## src/hdl/dht_pkg.sv

```systemverilog
package dht_pkg;

  localparam int unsigned TABLE_ENTRIES_DEF = 256;

  localparam int unsigned FUNC_W   = 2;
  localparam int unsigned WORD_W   = 64;
  localparam int unsigned STATUS_W = 3;
  localparam int unsigned SLOT_W   = 8;

  localparam logic [FUNC_W-1:0] FUNC_LOOKUP = 2'd0;
  localparam logic [FUNC_W-1:0] FUNC_INSERT = 2'd1;
  localparam logic [FUNC_W-1:0] FUNC_CLEAR  = 2'd2;

  localparam logic [STATUS_W-1:0] STAT_HIT      = 3'd0;
  localparam logic [STATUS_W-1:0] STAT_MISS     = 3'd1;
  localparam logic [STATUS_W-1:0] STAT_INSERTED = 3'd2;
  localparam logic [STATUS_W-1:0] STAT_FULL     = 3'd3;
  localparam logic [STATUS_W-1:0] STAT_CLEARED  = 3'd4;

  // controller to datapath
  typedef struct packed {
    logic load;      // capture an accepted item
    logic probe_en;  // walk the slots for a lookup or insert
    logic sweep_en;  // write empty entries, one slot a cycle
    logic out_load;  // move the finished result into the output register
  } dht_cmd_t;

  // datapath to controller
  typedef struct packed {
    logic probe_end;   // probe found its slot or ran over every slot
    logic sweep_last;  // sweep writes the last slot this cycle
  } dht_sts_t;

endpackage

```

## src/hdl/dht_ctrl.sv

```systemverilog
module dht_ctrl (
  input  logic                        clk_i,
  input  logic                        rst_ni,
  input  logic                        in_valid_i,
  output logic                        in_ready_o,
  input  logic [dht_pkg::FUNC_W-1:0]  func_i,
  output logic                        out_valid_o,
  input  logic                        out_ready_i,
  input  dht_pkg::dht_sts_t           sts_i,
  output dht_pkg::dht_cmd_t           cmd_o
);
  import dht_pkg::*;

  typedef enum logic [2:0] {
    ST_INIT,
    ST_IDLE,
    ST_PROBE,
    ST_SWEEP,
    ST_DONE
  } state_e;

  state_e state_q;
  logic   in_ready_q;
  logic   out_valid_q;

  assign in_ready_o  = in_ready_q;
  assign out_valid_o = out_valid_q;

  always_comb begin
    cmd_o          = '0;
    cmd_o.load     = (state_q == ST_IDLE) && in_valid_i;
    cmd_o.probe_en = (state_q == ST_PROBE);
    cmd_o.sweep_en = (state_q == ST_INIT) || (state_q == ST_SWEEP);
    cmd_o.out_load = (state_q == ST_DONE) && (!out_valid_q || out_ready_i);
  end

  always_ff @(posedge clk_i or negedge rst_ni) begin
    if (!rst_ni) begin
      state_q     <= ST_INIT;
      in_ready_q  <= 1'b0;
      out_valid_q <= 1'b0;
    end else begin
      if (cmd_o.out_load) begin
        out_valid_q <= 1'b1;
      end else if (out_ready_i) begin
        out_valid_q <= 1'b0;
      end
      case (state_q)
        ST_INIT: begin
          if (sts_i.sweep_last) begin
            state_q    <= ST_IDLE;
            in_ready_q <= 1'b1;
          end
        end
        ST_IDLE: begin
          if (in_valid_i) begin
            in_ready_q <= 1'b0;
            case (func_i)
              FUNC_LOOKUP: state_q <= ST_PROBE;
              FUNC_INSERT: state_q <= ST_PROBE;
              FUNC_CLEAR:  state_q <= ST_SWEEP;
              default:     state_q <= ST_DONE;
            endcase
          end
        end
        ST_PROBE: begin
          if (sts_i.probe_end) begin
            state_q <= ST_DONE;
          end
        end
        ST_SWEEP: begin
          if (sts_i.sweep_last) begin
            state_q <= ST_DONE;
          end
        end
        ST_DONE: begin
          // hold until the output register is free
          if (cmd_o.out_load) begin
            state_q    <= ST_IDLE;
            in_ready_q <= 1'b1;
          end
        end
        default: begin
          state_q    <= ST_INIT;
          in_ready_q <= 1'b0;
        end
      endcase
    end
  end

endmodule

```

## config.mk

```make
export PLATFORM = sky130hd
export DESIGN_NAME = dht_ctrl
export DESIGN_NICKNAME = d
export VERILOG_FILES = /design/src/hdl/dht_pkg.sv /design/src/hdl/dht_ctrl.sv
export SDC_FILE = /design/constraint.sdc
export NUM_CORES = 1
export LEC_CHECK = 0
export ABC_AREA = 1
export BUFFER_PORTS_ARGS = -buffer_cell sky130_fd_sc_hd__buf_4
export CAP_MARGIN = 40
export CORE_AREA = 2 2 39 41
export DETAILED_ROUTE_END_ITERATION = 7
export DIE_AREA = 0 0 41 43
export GPL_ROUTABILITY_DRIVEN = 0
export HOLD_SLACK_MARGIN = 0.05
export PLACE_DENSITY = 0.56
export SLEW_MARGIN = 20
export SYNTH_ARGS = -nofsm -noshare
export SYNTH_HDL_FRONTEND = slang
export SYNTH_SLANG_ARGS = --single-unit
export TNS_END_PERCENT = 20
```

## constraint.sdc

```tcl
create_clock -name clk_i -period 1.45 [get_ports clk_i]
set_input_delay 0.3625 -clock clk_i [delete_from_list [all_inputs] [get_ports clk_i]]
set_output_delay 0.3625 -clock clk_i [all_outputs]
set_load 0.02 [all_outputs]
```

==> results of run 1 <==
[registers in the layout, summed over array words and instances, names as in the netlist]
name         flops
state_q          3
in_ready_o       1
out_valid_o      1
[metrics by stage]
stage | instance area [um^2] | TNS [ns]
after floorplan | 349.1 | 0
after global placement | 474.2 | 0
after detailed placement | 474.2 | 0
after CTS | 550.5 | -0.1818
after global routing | 553.0 | -0.3661
final | 553.0 | -0.1617
[cells in the final DEF, fill, tap and decap left out, drive strengths merged]
cell type	count
buf	18
nand2	18
nor2	10
inv	9
nand3	5
dfrtp	5
clkbuf	4
o21ai	2
a21oi	2
nand3b	1
nor3	1
dlygate4sd3	1
[critical path, delay by kind of cell, from the launching register on]
kind                   cells  cell delay, ns
buffers and inverters      1            0.14
DFF                        1            0.43
and+or+nand+nor            2            0.31
[layout make-up]
class / count / share of cell area [%]
clock buffer: 4 / 4.751
inverter: 9 / 6.109
multi-input combinational: 39 / 35.97
sequential: 5 / 23.30
tap: 16 / 3.620
timing repair buffer: 19 / 26.24
[metal layers]
layer / share of wire (%) / track usage, % / wire (um)
met5: 0 / 0 / 0
met4: 1.2 / 6.000 / 10
met3: 6.5 / 4.712 / 54
met2: 54 / 18.44 / 443
met1: 38 / 12.05 / 318
[logic make-up (layout without fill, tap and decap cells)]
logic type / after synthesis / count (layout) / synth area share, %
AND/OR/NAND/NOR: 35 / 35 / 48.74
flip-flops: 5 / 5 / 35.84
AO/OA/AOI/OAI: 4 / 4 / 5.735
buffers and inverters: 9 / 32 / 9.680
[report_power, final]
group / leakage (nW) / switching [mW] / internal, mW / total [mW]
Clock: 0.0150 / 0.0606 / 0.104 / 0.165
Combinational: 0.226 / 0.412 / 0.341 / 0.753
Sequential: 0.0602 / 0.0707 / 0.210 / 0.281
Total: 0.301 / 0.543 / 0.655 / 1.20
[what timing repair did]
action,CTS,global route
hold buffers,1,0
setup buffers,4,0
endpoints found under the hold margin,5,0
setup endpoints to repair,4,4
gates resized for setup,4,2
pin swaps,1,0
[final timing paths]
check / from / end / slack (ns) / cells after the start
max: state_q[1]$_DFFE_PN0P_ / cmd_o[3] / -0.05 / 3
min: func_i[1] / state_q[1]$_DFFE_PN0P_ / 0.41 / 4
max reg2reg: state_q[1]$_DFFE_PN0P_ / state_q[0]$_DFFE_PN0P_ / 0.17 / 6
min reg2reg: in_ready_o$_DFFE_PN0P_ / in_ready_o$_DFFE_PN0P_ / 0.47 / 2
max in group asynchronous: rst_ni / state_q[0]$_DFFE_PN0P_ / 0.87 / 2
min in group asynchronous: rst_ni / out_valid_o$_DFFE_PN0P_ / 0.45 / 2
==> metrics.cfg, run 1 <==
[setup_path]
cp_data_required_time_ns=1.09
cp_cell_sequence=nand3b_1, nor2_1, buf_4
worstPathMaxFanout=5
cp.arrival_ns=1.14
max_stage_delay_ns=0.43
crit_type=reg -> out
crit_path_end_kind=primary output
cp_slowest_cell=dfrtp_2
cp-start-kind=flop

[power_and_ir_drop]
vdd_drop_max_v=0.0008832
finalPower_mw=1.198
p_per_area_nw_per_um2=2167
p_leak_nw=0.3011

[layout]
drive_gt1_share_pct=46.05
area_delta_synth_final_pct=58.42
diodes=0
fillers=165
seq_area_um2=128.9
utilization_pct=39.96
multi_input_comb_area_um2=198.9
nets=85
final_cells=92

[synthesis]
netlist_area_um2=349.1
synth_cells=53
synth_top_cell_area_share_pct=35.84
ys_top_cells_by_area=dfrtp_1, nand2_1, inv_1
yosysTopAreaCell=dfrtp_1
syn_nets=61
synth_most_common_cell=nand2_1
ys_top_cells_by_count=nand2_1, inv_1, dfrtp_1, nand3_1, nor2_1
ys_ff_latch=5
synth_enable_flop_cells=0
synth-main-ff-cell=dfrtp_1
yosysWarnings=0
synth_cell_types=13
syn_avg_cell_area_um2=6.587
ys_seq_area_share_pct=35.84
async_flop_share_pct=100.0

[clocking]
cts_max_level=1
clkSinkCount=5
path_clk_slew_ns=0.04
numCtsBuffers=3
cts-root-buf=clkbuf_4
cts.path.max_buffers=2
clk_latency_ns=0.25
cts_tree=built

[timing]
setup_viol=4
hold_viol=0
drv_slew=0
setup_ws_ns=-0.04894
relSlewSlack_pct=85.90
tightestPinTransition_ns=0.2099
grt_setup_unrepaired=true
skew_ns=0.004087
min_period_ns=1.499
fmax_mhz=667.1
whs_ns=0.4085
post-route-period-util_pct=103.4

[detailed_routing]
wl_per_cell_um=8.978
wirelength_um=826
ant_nets=0
dr.pass1.iters=4
drtIter0Drc=5
drc=0
viasPerCell=4.272
num_vias=393

[grt]
grt-ovfl-total=0
grt_pass1_vias=349
grt_pass1_wl_um=1338
grt_usage_pct=11.49
antenna_found_initial=0
grt_max_degree=7

[floorplan]
chipHeight_um=43
fp.coreArea_um2=1384
floorplan.initialDensity_pct=25.23
fp-row-count=14
ios=14
die_area_um2=1763
fp.dieW_um=41

[placement]
hpwl_um=650.8
portBuffers=13
post-place-ws_ns=0.1198
placedCellCount=83

[job]
max-cap-violations=0

[worst_hold_path]
hold_class=in -> reg

[run_status]
violations=setup timing
status=finished with violations

Note: power is estimated with default switching activity, not from simulation.
==> run 2: changes to the inputs <==
clock period = 1.65 ns   (was 1.45 ns; I/O delays follow)
==> run 2 against run 1 <==
- the flow now finishes without violations
- cell area down 2.3%
- global-route usage down 0.40 points
- die area unchanged
- setup slack better by 0.094 ns
- sequential power shrank 13%
- via count is 0.76% higher
- critical endpoint is now cmd_o[1]
- non-clock buffer count decreased by 1
- final cell count shrank 1.1%
- count of clock-buffer cells in the layout unchanged
- wire length grew 1.8%
- combinational power shrank 16%
- clock skew is 0.0020 ns lower
==> metrics.cfg, run 2 (synthesized netlist as in run 1, its figures left out) <==
[run_status]
status=completed

[timing]
min_period_ns=1.605
drv_slew=0  ; unchanged
skew_ns=0.002101  ; -0.001986 ns
post-route-period-util_pct=97.29
setup_viol=0  ; -4
tightestPinTransition_ns=0.2209  ; +0.01101 ns
fmax_mhz=622.9
hold_viol=0  ; unchanged
relSlewSlack_pct=85.16  ; -0.74 points
setup_tns_ns=0  ; +0.1617 ns
setup_ws_ns=0.04472  ; +0.09365 ns

[clocking]
clk_latency_ns=0.24  ; about the same
clkSinkCount=5  ; unchanged
cts_tree=built
cts.path.max_buffers=2  ; unchanged
path_clk_slew_ns=0.04  ; about the same
cts_max_level=1  ; unchanged
cts-root-buf=clkbuf_4
numCtsBuffers=3  ; unchanged

[layout]
final_common_cell=buf_4
drive_gt1_share_pct=41.33  ; -4.7 points
largest_reg_flops=3  ; unchanged
area_delta_synth_final_pct=54.84
largest_register=state_q
layout_common_cells=buf_4, nand2_1, inv_1, nor2_1, nand3_1
final_cells=91  ; -1.1%
nets=84  ; -1.2%
diodes=0  ; unchanged

[power_and_ir_drop]
p_int_uw=551.5  ; -16%
clockPowerShare_pct=14.1  ; +0.3 points
power.switching_uw=469.9  ; -13%
p_per_area_nw_per_um2=1890  ; -13%
finalPower_mw=1.021  ; -15%
p_comb_share_pct=62.0  ; -0.8 points
p_seq_share_pct=23.9  ; +0.5 points
swShare_pct=46.00  ; +0.70 points
vdd_drop_max_v=0.0007805  ; -12%
p_leak_nw=0.2993  ; -0.59%

[worst_hold_path]
hold_class=in -> reg
whs_path_depth=4  ; unchanged
worstHoldStart=func_i[1]
min_to=state_q[1]$_DFFE_PN0P_

[floorplan]
fp.coreArea_um2=1384  ; unchanged
fp-row-count=14  ; unchanged
fp.dieW_um=41  ; unchanged
chipHeight_um=43  ; unchanged
ios=14  ; unchanged
die_area_um2=1763  ; unchanged
floorplan.initialDensity_pct=25.23  ; unchanged

[placement]
placedCellCount=83  ; unchanged
post-place-ws_ns=0.2544  ; +0.1346 ns
hpwl_um=615.5  ; -5.4%
portBuffers=13  ; unchanged

[job]
max-cap-violations=0  ; unchanged

[detailed_routing]
drtIter0Drc=11  ; +6
viasPerCell=4.352  ; +1.9%
wl_per_cell_um=9.242  ; +2.9%
num_vias=396  ; +0.76%
drc=0  ; unchanged
wirelength_um=841  ; +1.8%
dr.pass1.iters=4  ; unchanged
ant_nets=0  ; unchanged

[grt]
grt-ovfl-total=0  ; unchanged
antenna_found_initial=0  ; unchanged
grt_usage_pct=11.09  ; -0.40 points
grt_pass1_vias=317  ; -9.2%
grt_pass1_wl_um=1255  ; -6.2%
grt_max_degree=7  ; unchanged

[setup_path]
regToRegEndpoint=state_q[1]$_DFFE_PN0P_
ff2ff_setup_slack_ns=0.35  ; +0.18 ns
cp_cell_sequence=nor2_4, inv_1, a21oi_1, buf_4
cp_slowest_cell=dfrtp_2
cp-start-kind=flop
max_stage_delay_ns=0.43  ; about the same
worstPathMaxFanout=4  ; -1
cp.arrival_ns=1.19  ; +0.05 ns
r2r_cells=8  ; +2
regToRegStartpoint=state_q[0]$_DFFE_PN0P_
crit_path_end_kind=primary output
startpoint=state_q[0]$_DFFE_PN0P_
crit_type=reg -> out
cp_data_required_time_ns=1.24  ; +0.15 ns

## run 2: changes by cell type in the layout (fill, tap and decap cells not counted), sizes merged
cell / change
buf: -1
## run 2: what timing repair did
| action | in CTS | in global routing |
|---|---|---|
| setup buffers | 0 | 3 |
| hold buffers | 1 | 0 |
| cloned | 0 | 0 |
| pin swaps | 0 | 1 |
| setup endpoints to repair | 1 | 2 |
| hold endpoints to repair | 5 | 0 |
| gates resized for setup | 1 | 2 |
## run 2: cell type report
class | instances | area (um^2)
clock buffer | 4 | 26.28
fill | 162 | 843.3
inverter | 9 | 33.78
multi-input combinational | 39 | 195.2
sequential | 5 | 127.6
tap | 16 | 20.02
timing repair buffer | 18 | 137.6
## run 2: power groups by stage
stage,sequential (mW),clock [mW],combinational [mW]
2_1_floorplan,0.249,0,0.357
5_1_grt,0.250,0.158,0.708
3_3_place_gp,0.233,0,0.562
6_report,0.244,0.144,0.633
3_5_place_dp,0.236,0,0.561
4_1_cts,0.244,0.151,0.570
## run 2: worst max-delay path by stage
| stage | to | slack, ns | depth (start not counted) |
|---|---|---|---|
| 3_3_place_gp | cmd_o[1] | 0.27 | 4 |
| 2_1_floorplan | cmd_o[1] | 0.26 | 3 |
| 3_5_place_dp | cmd_o[1] | 0.25 | 4 |
| 4_1_cts | cmd_o[1] | 0.02 | 4 |
| 5_1_grt | cmd_o[1] | -0.004 | 4 |
| 6_report | cmd_o[1] | 0.04 | 4 |
## run 2: per-layer routing
| metal | track usage [%] | share of wire [%] | vias up |
|---|---|---|---|
| met3 | 4.712 | 4.6 | 0 |
| met4 | 8.000 | 0 | 0 |
| met2 | 17.19 | 55 | 11 |
| met1 | 11.07 | 40 | 179 |
| li1 | - | - | 206 |
| met5 | 0 | 0 | - |
## run 2: critical path: cells and delay by family, from the launching register on
| kind | cells | cell delay (ns) |
|---|---|---|
| simple gates | 1 | 0.15 |
| buf+inv | 2 | 0.24 |
| flops | 1 | 0.43 |
| compound gates | 1 | 0.13 |
## run 2: per-stage QoR
step / util, % / hold WS (ns) / area (um^2)
2_1_floorplan: - / 0.1169 / 349.1
3_3_place_gp: 34.27 / 0.2201 / 474.2
3_5_place_dp: 34.27 / 0.2207 / 474.2
4_1_cts: 37.25 / 0.4600 / 515.5
5_1_grt: 39.06 / 0.4817 / 540.5
6_report: 39.06 / 0.4634 / 540.5
